===== config.mk =====
export PLATFORM = sky130hd
export DESIGN_NAME = tpss_front
export DESIGN_NICKNAME = d
export VERILOG_FILES = /design/src/sv/tpss_pkg.sv /design/src/sv/tpss_front.sv
export SDC_FILE = /design/constraint.sdc
export NUM_CORES = 1
export LEC_CHECK = 0
export ABC_AREA = 1
export BUFFER_PORTS_ARGS = -buffer_cell sky130_fd_sc_hd__buf_2
export CORE_AREA = 2 2 236 238
export DETAILED_ROUTE_END_ITERATION = 16
export DIE_AREA = 0 0 238 240
export PLACE_DENSITY = 0.38
export SETUP_SLACK_MARGIN = 0.5
export SLEW_MARGIN = 5
export SYNTH_ARGS = -nofsm -noshare
export SYNTH_HDL_FRONTEND = slang
export SYNTH_SLANG_ARGS = --single-unit
export TNS_END_PERCENT = 20

===== constraint.sdc =====
create_clock -name vclk -period 3.09
set_input_delay 0.309 -clock vclk [all_inputs]
set_output_delay 0.309 -clock vclk [all_outputs]
set_load 0.005 [all_outputs]

===== src/sv/tpss_pkg.sv =====
package tpss_pkg;

  // Width of every coordinate and of the slice height (signed Q16.16).
  localparam int CoordW = 32;

  typedef logic signed [CoordW-1:0] coord_t;
  typedef logic [CoordW-1:0] ucoord_t;

  typedef struct packed {
    coord_t a_x;
    coord_t a_y;
    coord_t a_z;
    coord_t b_x;
    coord_t b_y;
    coord_t b_z;
    coord_t c_x;
    coord_t c_y;
    coord_t c_z;
  } tri_t;

  typedef struct packed {
    coord_t start_x;
    coord_t start_y;
    coord_t end_x;
    coord_t end_y;
  } seg_t;

  typedef struct packed {
    coord_t x;
    coord_t y;
    coord_t z;
  } vtx_t;

  // A straddling triangle, reordered: the two vertices on the same side
  // in input order, then the lone vertex.
  typedef struct packed {
    vtx_t p0;
    vtx_t p1;
    vtx_t lone;
  } cls_t;

  // Operands of one interpolation lane.
  typedef struct packed {
    ucoord_t mag;
    ucoord_t num;
    ucoord_t den;
    coord_t  pc;
    logic    neg;
  } lane_t;

  // Quotient and remainder carried through the divider stages.
  typedef struct packed {
    ucoord_t q;
    ucoord_t r;
  } qr_t;

  // Magnitude of the difference of two signed values; it always fits CoordW bits.
  function automatic ucoord_t abs_diff(coord_t a, coord_t b);
    logic signed [CoordW:0] d;
    d = {a[CoordW-1], a} - {b[CoordW-1], b};
    if (d[CoordW]) begin
      d = -d;
    end
    return d[CoordW-1:0];
  endfunction

  // One step of floor(mag * num / den): double the running value, then add num
  // if the next bit of mag is set, keeping the remainder below den.
  function automatic qr_t div_step(qr_t cur, logic bit_i, ucoord_t num, ucoord_t den);
    qr_t     nxt;
    ucoord_t gap;
    nxt = cur;
    gap = den - cur.r;
    if (cur.r >= gap) begin
      nxt.r = cur.r - gap;
      nxt.q = (cur.q << 1) + ucoord_t'(1);
    end else begin
      nxt.r = cur.r << 1;
      nxt.q = cur.q << 1;
    end
    if (bit_i) begin
      gap = den - num;
      if (nxt.r >= gap) begin
        nxt.r = nxt.r - gap;
        nxt.q = nxt.q + ucoord_t'(1);
      end else begin
        nxt.r = nxt.r + num;
      end
    end
    return nxt;
  endfunction

endpackage


===== src/sv/tpss_front.sv =====
module tpss_front
  import tpss_pkg::*;
(
  input  tri_t   tri_i,
  input  coord_t height_i,
  output logic   hit_o,
  output cls_t   cls_o
);

  vtx_t       va, vb, vc;
  logic [2:0] above, below;
  logic [1:0] n_above, n_below;
  logic       pair_above;

  assign va = '{x: tri_i.a_x, y: tri_i.a_y, z: tri_i.a_z};
  assign vb = '{x: tri_i.b_x, y: tri_i.b_y, z: tri_i.b_z};
  assign vc = '{x: tri_i.c_x, y: tri_i.c_y, z: tri_i.c_z};

  always_comb begin
    above = {tri_i.c_z > height_i, tri_i.b_z > height_i, tri_i.a_z > height_i};
    below = {tri_i.c_z < height_i, tri_i.b_z < height_i, tri_i.a_z < height_i};
    n_above = 2'(above[0]) + 2'(above[1]) + 2'(above[2]);
    n_below = 2'(below[0]) + 2'(below[1]) + 2'(below[2]);
    pair_above = (n_above == 2'd2);
    hit_o = ((n_above == 2'd2) && (n_below == 2'd1)) ||
            ((n_below == 2'd2) && (n_above == 2'd1));
    // The lone vertex is the one whose side differs from the pair's side.
    if (above[0] != pair_above) begin
      cls_o = '{p0: vb, p1: vc, lone: va};
    end else if (above[1] != pair_above) begin
      cls_o = '{p0: va, p1: vc, lone: vb};
    end else begin
      cls_o = '{p0: va, p1: vb, lone: vc};
    end
  end

endmodule


== After elaboration in Yosys (flattened, before gate mapping) ==
Cells that the tools add are included.
W data, S select, Z words.
Word-level totals
  bits in registers: 0
  output and inout bits: 289
  word-level logic and storage cells: 21
Operators by class
  $add $sub $neg: 4
  magnitude comparators: 6
  equality and inequality tests: 6
  multiplexer cells: 2
  reduce and logical (&&, ||, !) cells: 3
Operators by type and width (number)
  $mux W288: 1
  $mux W192: 1
  $gt A32 B32 Y1: 3
  $lt A32 B32 Y1: 3
  $add A1 B1 Y2: 2
  $add A2 B1 Y2: 2
  $eq A2 B1 Y1 const B: 2
  $eq A2 B2 Y1 const B: 2
  $logic_and A1 B1 Y1: 2
  $ne A1 B1 Y1: 2
  $logic_or A1 B1 Y1: 1

== Logic depth before layout (Yosys ltp) ==
  depth in word-level cells: 7
  gate-level depth with buffers: 26
  depth with buffers taken out: 24

== Least setup slack after synthesis ==
Ideal clock, no wire load.
  path type: input port to output port
  from: input port height_i[1]
  to: output port cls_o[62] (netlist name)
  arrival time: 3.061 ns
  required time: 2.781 ns
  path slack: -0.280 ns
  cell stages on the path: 22
  path buffers: 3
  cell sequence: inv_1 > ha_1 > inv_1 > nor2_1 > nor2_1 > o21a_1 > o21bai_1 > nand2_1 > o2111ai_1 > nand2_1 > nand3_1 > nand2_1 > inv_1 > nand2_1 > fa_1 > or2_2 > clkbuf_1 > clkbuf_1 > clkbuf_1 > nand3_1 > nand3_1 > nand2_1
RTL lines
  start, declared: line tpss_front.sv:5  | input coord_t height_i,
  end, declared: line tpss_front.sv:7  | output cls_t cls_o

==> qor.csv <==
metric;value;unit
syn-instance-count;1646;
seq_cells;0;
drive_gt1_share;48.7;%
dp_slack;-1.02;ns
routed_wl;62000;um
crit_type;input port to output port;
leakagePower;9.49;nW
startpoint_type;input port;
synth_fp_nets;2065;
power;10.5;mW
area_delta_synth_final;99.3;%
worst_slack;-0.750;ns
fillers;6240;
grt_max_degree;60;
clkbuf_count;0;
worst_pin_slew;0.400;ns
finish.utilization;29.9;%
grt_pass1_vias;13600;
rsz0062_at_grt;yes;
worst_hold_path_type;input port to output port;
fin_nets;2821;
setup_viol;289;
dr.pass1.iters;5;
cts-hold-fix-buffers;0;
multi_input_area;0.00798;mm2
regArea;0;um2
max-slew-margin-rel;73.4;%
dp_hpwl;46800;um
period_needed;3.84;ns
crit_path_end_kind;output port;
globalRoute.totalOverflow;0;
cp.arrival;3.53;ns
gp_congestion;0.941;
die_area;0.0571;mm2
initial_utilization;15.0;%
vias;14300;
pwr_density_cell;642;mW/mm2
syn_avg_cell_area;4.99;um2
cap_violations;0;
status;finished with violations;
hold_violations;0;
crit_end;cls_o[208];
drcViolationCount;0;
port_buffers;609;
fin_setup_tns;-182.29;ns
rows;86;
viasPerCell;4.59;
wl_per_cell;19.9;um
critPathMaxFanout;7;
ir_worst_vdd;0.000233;V
ant_nets;0;
core;0.0547;mm2
layout_worst_path_cycle_share;124;%
max_freq;260;MHz
seq_area_frac_synth;0;%
ys_warn_count;0;
die_h;240;um
drt_first_iter_violations;777;
grt_usage;19.8;%
crit_start;height_i[27];
num_io_pins;609;
ys_types;31;
antenna_found_initial;23;
grt_pass1_wl;86500;um
cp_data_required_time;2.78;ns
maxSlewViolCount;0;
failed_checks;negative setup slack;
netlist_area;0.00821;mm2
die_w;238;um
-- critical path, stage by stage --
cell	delay [ns]
buf_2	0.08
inv_1	0.05
buf_4	0.14
ha_1	0.31
nand4_1	0.17
nor3_1	0.23
a21oi_2	0.08
buf_4	0.15
nand3_2	0.08
nand3_2	0.11
fa_2	0.55
inv_2	0.05
nor2_4	0.13
inv_2	0.07
nand2_4	0.10
nand2_8	0.09
buf_8	0.15
buf_12	0.15
buf_12	0.13
buf_16	0.13
o21ai_4	0.12
buf_2	0.13
-- how the worst min path moves through the flow --
| stage | start | endpoint | slack (ns) | depth (start not counted) |
|---|---|---|---|---|
| 3_5_place_dp | tri_i[33] | cls_o[129] | 0.90 | 4 |
| 2_1_floorplan | tri_i[4] | cls_o[100] | 0.71 | 2 |
| 4_1_cts | tri_i[33] | cls_o[129] | 0.90 | 4 |
| 5_1_grt | tri_i[40] | cls_o[136] | 0.91 | 4 |
| 3_3_place_gp | tri_i[47] | cls_o[143] | 0.89 | 4 |
| 6_report | tri_i[33] | cls_o[129] | 0.90 | 4 |
-- synth_stat cells --
cell type	instances	share of area [%]
clkbuf_1	42	1.9
nand3_2	3	0.37
o21a_1	5	0.46
o21ai_1	99	6.0
nand2_4	3	0.41
nor3b_2	1	0.15
buf_1	4	0.18
nor2_1	21	0.96
o21ai_0	7	0.43
or2_2	1	0.076
and2_1	2	0.15
buf_4	14	1.3
o221ai_1	1	0.11
nand4_1	12	0.91
ha_1	97	15
a21oi_1	43	2.6
nand2_2	3	0.23
nand4_4	1	0.26
nand2_1	467	21
nand3_1	488	30
buf_6	7	0.96
buf_2	56	3.4
o2111ai_1	1	0.11
a21o_1	1	0.092
fa_1	2	0.49
o21bai_1	3	0.27
inv_2	3	0.14
a21boi_0	1	0.092
nor3_1	7	0.43
o31ai_1	1	0.092
inv_1	250	11
-- kinds of logic (layout without fill, tap and decap cells) --
| family | count (synthesis) | count (layout) | share of synthesized area (%) |
|---|---|---|---|
| AO/OA/AOI/OAI | 162 | 162 | 10.3 |
| adder cells (fa/ha/maj) | 99 | 99 | 15.3 |
| buffers and inverters | 376 | 1129 | 19.3 |
| other | 0 | 11 | 0 |
| AND/OR/NAND/NOR | 1009 | 1010 | 55.1 |
-- metal layers --
layer | vias to the layer above | GRT usage (%) | wire length [um]
li1 | 6920 | - | -
met1 | 6645 | 24.6 | 25500
met2 | 624 | 35.5 | 30600
met3 | 92 | 3.27 | 4200
met4 | 10 | 4.83 | 1700
met5 | - | 0 | 69
-- layout make-up --
type,instances,share of cell area [%]
multi-input cells,1271,48.8
well taps,704,5.39
repair buffers,876,39.7
inverters,253,5.91
diodes,11,0.168
-- stage by stage --
stage / instances / hold slack [ns] / instance area, um2
after floorplan: 1646 / 0.709 / 8400
after global placement: 3050 / 0.894 / 13600
after detailed placement: 3050 / 0.898 / 13600
after CTS: 3092 / 0.898 / 15400
after global routing: 3112 / 0.914 / 16300
final: 3115 / 0.896 / 16400
-- timing repair --
action                                  in CTS  in global routing
pin swaps                                   57                 57
endpoints found under the setup margin     289                289
cloned                                      21                  8
gates resized for setup                    234                173
setup buffers                               21                  4
-- cell usage in the layout, fill, tap and decap left out, drive strengths merged, types with 11 or more instances in the layout --
master,n
diode,11
ha,97
inv,253
o21ai,106
nand4,13
buf,865
nand2,474
nand3,491
nor2,21
a21oi,43
-- where the power goes --
part	leakage [nW]	switching (mW)	internal [mW]	total, mW
clock network	0.0000697	0	0.000000480	0.000000480
logic	9.49	5.61	4.89	10.5
registers	0	0	0	0
(Power assumes the default switching activity.)
