$ cat src/sv/tpss_pkg.sv
package tpss_pkg;

  // Width of every coordinate and of the slice height (signed Q16.16).
  localparam int CoordW = 32;

  typedef logic signed [CoordW-1:0] coord_t;
  typedef logic [CoordW-1:0] ucoord_t;

  typedef struct packed {
    coord_t a_x;
    coord_t a_y;
    coord_t a_z;
    coord_t b_x;
    coord_t b_y;
    coord_t b_z;
    coord_t c_x;
    coord_t c_y;
    coord_t c_z;
  } tri_t;

  typedef struct packed {
    coord_t start_x;
    coord_t start_y;
    coord_t end_x;
    coord_t end_y;
  } seg_t;

  typedef struct packed {
    coord_t x;
    coord_t y;
    coord_t z;
  } vtx_t;

  // A straddling triangle, reordered: the two vertices on the same side
  // in input order, then the lone vertex.
  typedef struct packed {
    vtx_t p0;
    vtx_t p1;
    vtx_t lone;
  } cls_t;

  // Operands of one interpolation lane.
  typedef struct packed {
    ucoord_t mag;
    ucoord_t num;
    ucoord_t den;
    coord_t  pc;
    logic    neg;
  } lane_t;

  // Quotient and remainder carried through the divider stages.
  typedef struct packed {
    ucoord_t q;
    ucoord_t r;
  } qr_t;

  // Magnitude of the difference of two signed values; it always fits CoordW bits.
  function automatic ucoord_t abs_diff(coord_t a, coord_t b);
    logic signed [CoordW:0] d;
    d = {a[CoordW-1], a} - {b[CoordW-1], b};
    if (d[CoordW]) begin
      d = -d;
    end
    return d[CoordW-1:0];
  endfunction

  // One step of floor(mag * num / den): double the running value, then add num
  // if the next bit of mag is set, keeping the remainder below den.
  function automatic qr_t div_step(qr_t cur, logic bit_i, ucoord_t num, ucoord_t den);
    qr_t     nxt;
    ucoord_t gap;
    nxt = cur;
    gap = den - cur.r;
    if (cur.r >= gap) begin
      nxt.r = cur.r - gap;
      nxt.q = (cur.q << 1) + ucoord_t'(1);
    end else begin
      nxt.r = cur.r << 1;
      nxt.q = cur.q << 1;
    end
    if (bit_i) begin
      gap = den - num;
      if (nxt.r >= gap) begin
        nxt.r = nxt.r - gap;
        nxt.q = nxt.q + ucoord_t'(1);
      end else begin
        nxt.r = nxt.r + num;
      end
    end
    return nxt;
  endfunction

endpackage

$ cat src/sv/tpss_queue.sv
module tpss_queue
  import tpss_pkg::*;
(
  input  logic       clk_i,
  input  logic       rst_ni,
  input  logic       push_i,
  input  cls_t       data_i,
  input  logic       pop_i,
  output cls_t       data_o,
  output logic       empty_o,
  output logic       full_o,
  output logic [1:0] count_o
);

  cls_t       mem_q [2];
  logic       wr_ptr_q, wr_ptr_d;
  logic       rd_ptr_q, rd_ptr_d;
  logic [1:0] cnt_q, cnt_d;

  assign empty_o = (cnt_q == 2'd0);
  assign full_o  = (cnt_q == 2'd2);
  assign count_o = cnt_q;
  assign data_o  = mem_q[rd_ptr_q];

  always_comb begin
    wr_ptr_d = wr_ptr_q ^ push_i;
    rd_ptr_d = rd_ptr_q ^ pop_i;
    cnt_d    = cnt_q + 2'(push_i) - 2'(pop_i);
  end

  always_ff @(posedge clk_i or negedge rst_ni) begin
    if (!rst_ni) begin
      wr_ptr_q <= 1'b0;
      rd_ptr_q <= 1'b0;
      cnt_q    <= 2'd0;
    end else begin
      wr_ptr_q <= wr_ptr_d;
      rd_ptr_q <= rd_ptr_d;
      cnt_q    <= cnt_d;
    end
  end

  always_ff @(posedge clk_i) begin
    if (push_i) begin
      mem_q[wr_ptr_q] <= data_i;
    end
  end

endmodule

$ cat config.mk
export PLATFORM = sky130hd
export DESIGN_NAME = tpss_queue
export DESIGN_NICKNAME = d
export VERILOG_FILES = /design/src/sv/tpss_pkg.sv /design/src/sv/tpss_queue.sv
export SDC_FILE = /design/constraint.sdc
export NUM_CORES = 1
export LEC_CHECK = 0
export BUFFER_PORTS_ARGS = -buffer_cell sky130_fd_sc_hd__buf_2
export CAP_MARGIN = 5
export CORE_AREA = 3 3 224 226
export CTS_CLUSTER_SIZE = 12
export DETAILED_ROUTE_END_ITERATION = 6
export DIE_AREA = 0 0 227 229
export PLACE_DENSITY_LB_ADDON = 0.05
export SLEW_MARGIN = 20
export SYNTH_ARGS = -nofsm -noshare
export SYNTH_HDL_FRONTEND = slang
export SYNTH_SLANG_ARGS = --single-unit
$ cat constraint.sdc
create_clock -name clk_i -period 13.7 [get_ports clk_i]
set_input_delay 0.685 -clock clk_i [delete_from_list [all_inputs] [get_ports clk_i]]
set_output_delay 0.685 -clock clk_i [all_outputs]
set_load 0.1 [all_outputs]
=== Word level (Yosys, flattened, before mapping) ===
Memory sizes are Yosys's and may differ from the RTL's.
Index checks and enable logic that the tools add are counted.

* Memory bits (writable): 576
* Logic and storage cells: 12
* Register bits after elaboration: 4
* Memories kept: 1

* Reductions and logical operators: 1
* Equality and inequality tests: 1
* Bitwise operators: 2
* $add $sub $neg: 2
* Multiplexer cells: 2

{| class="wikitable"
|+ Memories
! name !! words !! width !! read ports !! clocked after memory_dff !! write ports !! line !! RTL
|-
| mem_q || 2 || 288 || 1 || 0 || 1 || tpss_queue.sv:15 || <nowiki>cls_t mem_q [2];</nowiki>
|}

{| class="wikitable"
|+ Operators with widths
! operator !! count
|-
| adder 2 x 1 -> 2 bit || 1
|-
| == test 2 bit, second input constant || 1
|-
| logical NOT 2 bit || 1
|-
| 2-to-1 mux 1 bit || 2
|-
| subtractor 2 x 1 -> 2 bit || 1
|-
| XOR 1 bit || 2
|}

=== Longest topological paths before layout ===
Gate-level depths: netlist of the first run.

* Depth in word-level cells: 2
* Mapped depth: 5
* Gate-level depth less buffers: 5

=== Least setup slack after synthesis of the first run ===
Ideal clock, no wire load.

* Kind: input to register
* Start: in push_i
* End: mem mem_q[0][0] in the netlist's numbering (enable)
* Setup time: 0.688 ns
* Cell stages on the path: 1
* Data required time: 13.012 ns
* Arrival time: 7.305 ns
* Slack: 5.707 ns
* Path through: ha_1

* Word-level cells in the longest chain between the ends: 2

{| class="wikitable"
|+ RTL lines
! item !! line !! RTL
|-
| from (decl) || tpss_queue.sv:6 || <nowiki>input logic push_i,</nowiki>
|-
| 2-to-1 mux 1 bit || tpss_queue.sv:44 || <nowiki>if (push_i) begin</nowiki>
|-
| 2-to-1 mux 1 bit (implied by the code) || tpss_queue.sv:45 || <nowiki>mem_q[wr_ptr_q] <= data_i;</nowiki>
|-
| to (decl) || tpss_queue.sv:15 ||
|}

No other way between the ends.

==> run summary, run 1 <==
Worst Max-Slew Pin Slew: 1180 ps
Fraction of registers with async set/reset: 0.690%
Count of final setup violators: 0
Layout cell share with drive strength beyond 1: 60.1%
Max-slew violation count: 0
Clock latency on the worst-skew pair: 610 ps
Top post-synthesis cells by count: edfxtp_1 (576), mux2_4 (200), mux2_2 (88)
WHS Path Cells: 1
Hold_buf cts: 1
Chip width: 227 um
Status: finished, final reports clean
R2R Path End: mem_q[0][69]
Top_reg_cell synth: edfxtp_1
R2r startpoint: wr_ptr_q
Min Tclk post-route: 4890 ps
Slowest cell on the critical path: dfrtp_4
PortBufs: 583
CP max FO: 135
Die Height: 229 um
Final Util: 56.0%
Num CTS Buffers: 60
Fin nets: 1829
Post-route setup TNS: 0 ps
Crit path cell chain: buf_12 -> buf_4 -> mux2_4 -> buf_2
Synthesized flop and latch total: 580
Synth area leaders: edfxtp_1 (79%), mux2_4 (14%), mux2_2 (4.5%), buf_6 (1.3%), dfrtp_1 (0.46%)
Fin. Hold Viols: 0
Yosys Warn Count: 0
First-pass GRT wire length: 75.9 mm
Top cell type's share of synthesized area: 79.3%
Layout Skew: 24.0 ps
Synth Net Count: 1208
Resize count post-CTS: 0
Root Buffer Master: clkbuf_16
Area leader, netlist: edfxtp_1
Worst Path Required: 13020 ps
# IOs: 584
Flop-to-flop setup slack: 10280 ps
Initial antenna violation count: 33
DP HPWL: 37.8 mm
Setup CP Type: flop to output pin
Vias per cell: 4.87
Routed len/inst: 24.2 um
Via count: 10837
Register-to-Register Path Depth: 4
Vias in the first global route: 11491
Count leader, synth: edfxtp_1
CTS tree: yes
RSZ-0062 raised after global routing: false
Critical Path Start Type: flop
Total of max-cap violations: 0
Crit path capture type: output pin
Final WL: 53.7 mm
Hold Path Class: primary input to flop
Gr ovfl total: 0
Initial drt markers: 712
Post-synthesis cell type count: 12
Area growth syn-to-layout: 24.7%
Top sig layer: met5
Worst Hold End: mem_q[1][171]
RePlAce Congestion: 0.809
Avg Inst Size Synth: 23.9 um2
Setup bufs post-CTS: 0
Synthesized instance count: 912
Pin count of the biggest net entering global routing: 171
Met3 wire len: 5.59 mm
Met2 Wirelength: 26.7 mm
Die area: 0.0520 mm2
Worst endpoint data arrival time: 4210 ps
Initial core utilization: 44.9%
Core area: 0.0485 mm2
Worst slew margin: 21.3%
Sequential area share after synthesis: 79.7%
GRT Total Usage: 20.2%
Setup WS post-layout: 8810 ps
Hold Startpoint: data_i[171]
CTS Buffer Depth: 3
Row cnt: 81
Htree depth: 2
Period utilization: 35.7%
Final std cells w/o fill: 2224
Pre-antenna DRT Iters: 4
Post-Route M1 WL: 19.7 mm
Worst slack, placed: 9410 ps
Clk sinks: 580
# DRC: 0
Number of synthesized flops with an enable pin: 576
Cells after DPL: 2092
Worst-path clk slew: 60 ps
Fmax: 204 MHz
ANT nets after route: 0
Mapped Area: 0.0218 mm2
Crit path largest cell delay: 1010 ps
routing by layer:
| metal | vias to the layer above | global-route usage [%] |
|---|---|---|
| li1 | 4931 | - |
| met1 | 5354 | 23.1 |
| met2 | 424 | 33.2 |
| met3 | 102 | 9.14 |
| met4 | 26 | 7.71 |
| met5 | - | 0 |
kinds of logic after synthesis:
| group | share of synthesized area, % |
|---|---|
| xor+xnor | 0.149 |
| flops | 79.7 |
| fa+ha+maj | 0.229 |
| simple gates | 0.0459 |
| buf+inv | 1.52 |
| mux | 18.3 |
flip-flops by register name, summed over array words and instances, names as in the netlist:
| name | cells |
|---|---|
| rd_ptr_q | 1 |
| mem_q | 576 |
| wr_ptr_q | 1 |
| count_o | 2 |
worst max-delay path by stage:
stage / from / end / slack [ps] / cells past startpoint
3_3_place_gp: rd_ptr_q / data_o[267] / 9480 / 4
2_1_floorplan: push_i / mem_q[0][0] / 5710 / 1
4_1_cts: rd_ptr_q / data_o[80] / 8730 / 4
3_5_place_dp: rd_ptr_q / data_o[80] / 9410 / 4
6_report: rd_ptr_q / data_o[80] / 8810 / 4
5_1_grt: rd_ptr_q / data_o[207] / 8620 / 4
metrics by stage:
step	instance area [um2]	hold WS, ps
after global placement	25300	517
after global routing	27200	216
after detailed placement	25300	519
after floorplan	21800	389
final	27200	257
after CTS	27100	213
placed cells by master, fill, tap and decap left out:
| cell type | count |
|---|---|
| buf_2 | 583 |
| edfxtp_1 | 576 |
| mux2_4 | 200 |
| mux2_2 | 88 |
| clkbuf_16 | 62 |
| diode_2 | 22 |
| clkinv_1 | 21 |
| clkbuf_1 | 20 |
| inv_1 | 4 |
| buf_4 | 4 |
| bufinv_16 | 3 |
| dfrtp_1 | 3 |
| buf_12 | 3 |
| ha_1 | 2 |
| ha_4 | 2 |
| clkinv_2 | 2 |
| xor3_1 | 1 |
| nor2b_1 | 1 |
| xor2_1 | 1 |
| nor2_1 | 1 |
| clkinv_8 | 1 |
| dlygate4sd3_1 | 1 |
| dfrtp_4 | 1 |
critical path, delay by kind of cell (launching register included):
kind | cells | cell delay (ps)
flops | 1 | 1010
buf+inv | 3 | 1960
mux | 1 | 300
area by class of cell:
cell class / count / area (um2)
clock buffers: 82 / 1630
multi-input cells: 296 / 4110
fillers: 3853 / 21300
clock inverters: 27 / 195
diodes: 22 / 55.1
flip-flops and latches: 580 / 17400
well taps: 622 / 778
repair buffers: 591 / 3020
inverters: 4 / 15.0
Power of run 1 is left out: the tool's default activity adds up to more than one toggle a clock period on the data nets, which glitch-free logic cannot reach.
==> inputs of run 2 (changes only) <==
==> constraint.sdc (replaced) <==
create_clock -name clk_i -period 5.1 [get_ports clk_i]
set_input_delay 0.255 -clock clk_i [delete_from_list [all_inputs] [get_ports clk_i]]
set_output_delay 0.255 -clock clk_i [all_outputs]
set_load 0.1 [all_outputs]
==> run summary, run 2 (synthesis gave the netlist of run 1 again) <==
First-pass GRT wire length: 78.5 mm (+3.5%)
Fin. Hold Viols: 0 (unchanged)
Initial drt markers: 751 (+5.5%)
Core area: 0.0485 mm2 (unchanged)
Row cnt: 81 (unchanged)
Setup CP Type: flop to output pin
Area occupied by registers: 0.0174 mm2 (unchanged)
Die area: 0.0520 mm2 (unchanged)
Worst-path clk slew: 60 ps (about the same)
Clk sinks: 580 (unchanged)
Most frequent cells in the layout: buf_2 (583), edfxtp_1 (576), dlygate4sd3_1 (291), mux2_4 (200), mux2_2 (88)
Status: finished, final reports clean
Period utilization: 61.0%
Layout cell share with drive strength beyond 1: 51.0% (-9.0 points)
Post-route setup TNS: 0 ps (unchanged)
Worst Max-Slew Pin Slew: 903 ps (-278 ps)
Htree depth: 2 (unchanged)
# IOs: 584 (unchanged)
Count of final setup violators: 0 (unchanged)
Hold Path Class: primary input to asynchronous set/reset pin
Layout Skew: 17.0 ps (-6.94 ps)
Chip width: 227 um (unchanged)
Worst slew margin: 39.8% (+19 points)
CP max FO: 65 (-52%)
Vias in the first global route: 12874 (+12%)
PortBufs: 583 (unchanged)
Critical Path Start Type: flop
Area of the multi-input gates: 0.00411 mm2 (unchanged)
Fillers: 3633 (-5.7%)
Commonest non-fill, non-tap cell in the layout: buf_2
Clock latency on the worst-skew pair: 590 ps (-20 ps)
Initial core utilization: 44.9% (unchanged)
DP HPWL: 36.1 mm (-4.3%)
Gr ovfl total: 0 (unchanged)
Fin nets: 2124 (+16%)
Die Height: 229 um (unchanged)
Pre-antenna DRT Iters: 4 (unchanged)
Initial antenna violation count: 4 (-88%)
# DRC: 0 (unchanged)
Final WL: 53.4 mm (-0.62%)
Root Buffer Master: clkbuf_16
GRT Total Usage: 20.2% (about the same)
Register-to-Register Path Depth: 3 (-1)
RSZ-0062 raised after global routing: false
Routed len/inst: 21.4 um (-12%)
Worst Path Required: 4850 ps (-8170 ps)
Num CTS Buffers: 59 (-1.7%)
Vias per cell: 4.76 (-2.4%)
Worst endpoint data arrival time: 2860 ps (-1350 ps)
Area growth syn-to-layout: 37.8%
Pin count of the biggest net entering global routing: 139 (-19%)
Largest reg by FF count: mem_q
Max-slew violation count: 0 (unchanged)
Min Tclk post-route: 3110 ps
Setup WS post-layout: 1990 ps (-6820 ps)
Crit path capture type: output pin
RePlAce Congestion: 0.783 (-3.2%)
ANT nets after route: 0 (unchanged)
Max reg flops: 576 (unchanged)
Worst slack, placed: 2580 ps (-6830 ps)
WHS: 81.8 ps (-175 ps)
Fmax: 321 MHz
CTS tree: yes
CTS Buffer Depth: 3 (unchanged)
Total of max-cap violations: 0 (unchanged)
Via count: 11879 (+9.6%)
run 2: worst max-delay path, stage by stage, from the launching register on:
cell,delay (ps)
dfrtp_4,960
buf_12,500
mux2_4,270
buf_2,440
run 2: what timing repair did:
action,CTS,global route
resized for setup,0,0
endpoints found under the setup margin,0,0
hold endpoints to repair,583,0
hold buffers,291,0
setup buffers,0,0
run 2: final cells by class:
type                    instances  share of cell area (%)
well taps                     622                    2.59
inverters                       4                  0.0500
repair buffers                887                    20.0
diodes                          4                  0.0333
clock inverters                21                   0.279
flip-flops and latches        580                    57.9
multi-input cells             296                    13.7
clock buffers                  84                    5.47
run 2: path summary, 6_finish.rpt:
check / slack, ps / start / end
worst max register to register: 2860 / wr_ptr_q / mem_q[0][238]
worst max-delay path: 1990 / rd_ptr_q / data_o[115]
max in group asynchronous: 4880 / rst_ni / rd_ptr_q
worst min-delay path: 80 / rst_ni / wr_ptr_q
worst min register to register: 680 / wr_ptr_q / wr_ptr_q
min in group clk_i: 380 / data_i[52] / mem_q[0][52]
run 2: routing by layer:
layer | GRT usage, % | part of all wire, % | up-vias
li1 | - | - | 5500
met1 | 24.2 | 39 | 5878
met2 | 34.3 | 50 | 422
met3 | 6.17 | 8.3 | 79
met4 | 7.39 | 3.1 | 0
met5 | 0 | 0 | -
run 2: metrics by stage:
step / cells / util, % / area, um2
global route: 2498 / 61.9 / 30100
floorplan: 912 / - / 21800
CTS: 2494 / 61.9 / 30000
detailed placement: 2098 / 52.3 / 25400
global placement: 2098 / 52.3 / 25400
finish: 2498 / 61.9 / 30100
Power of run 2 is left out for the same reason.
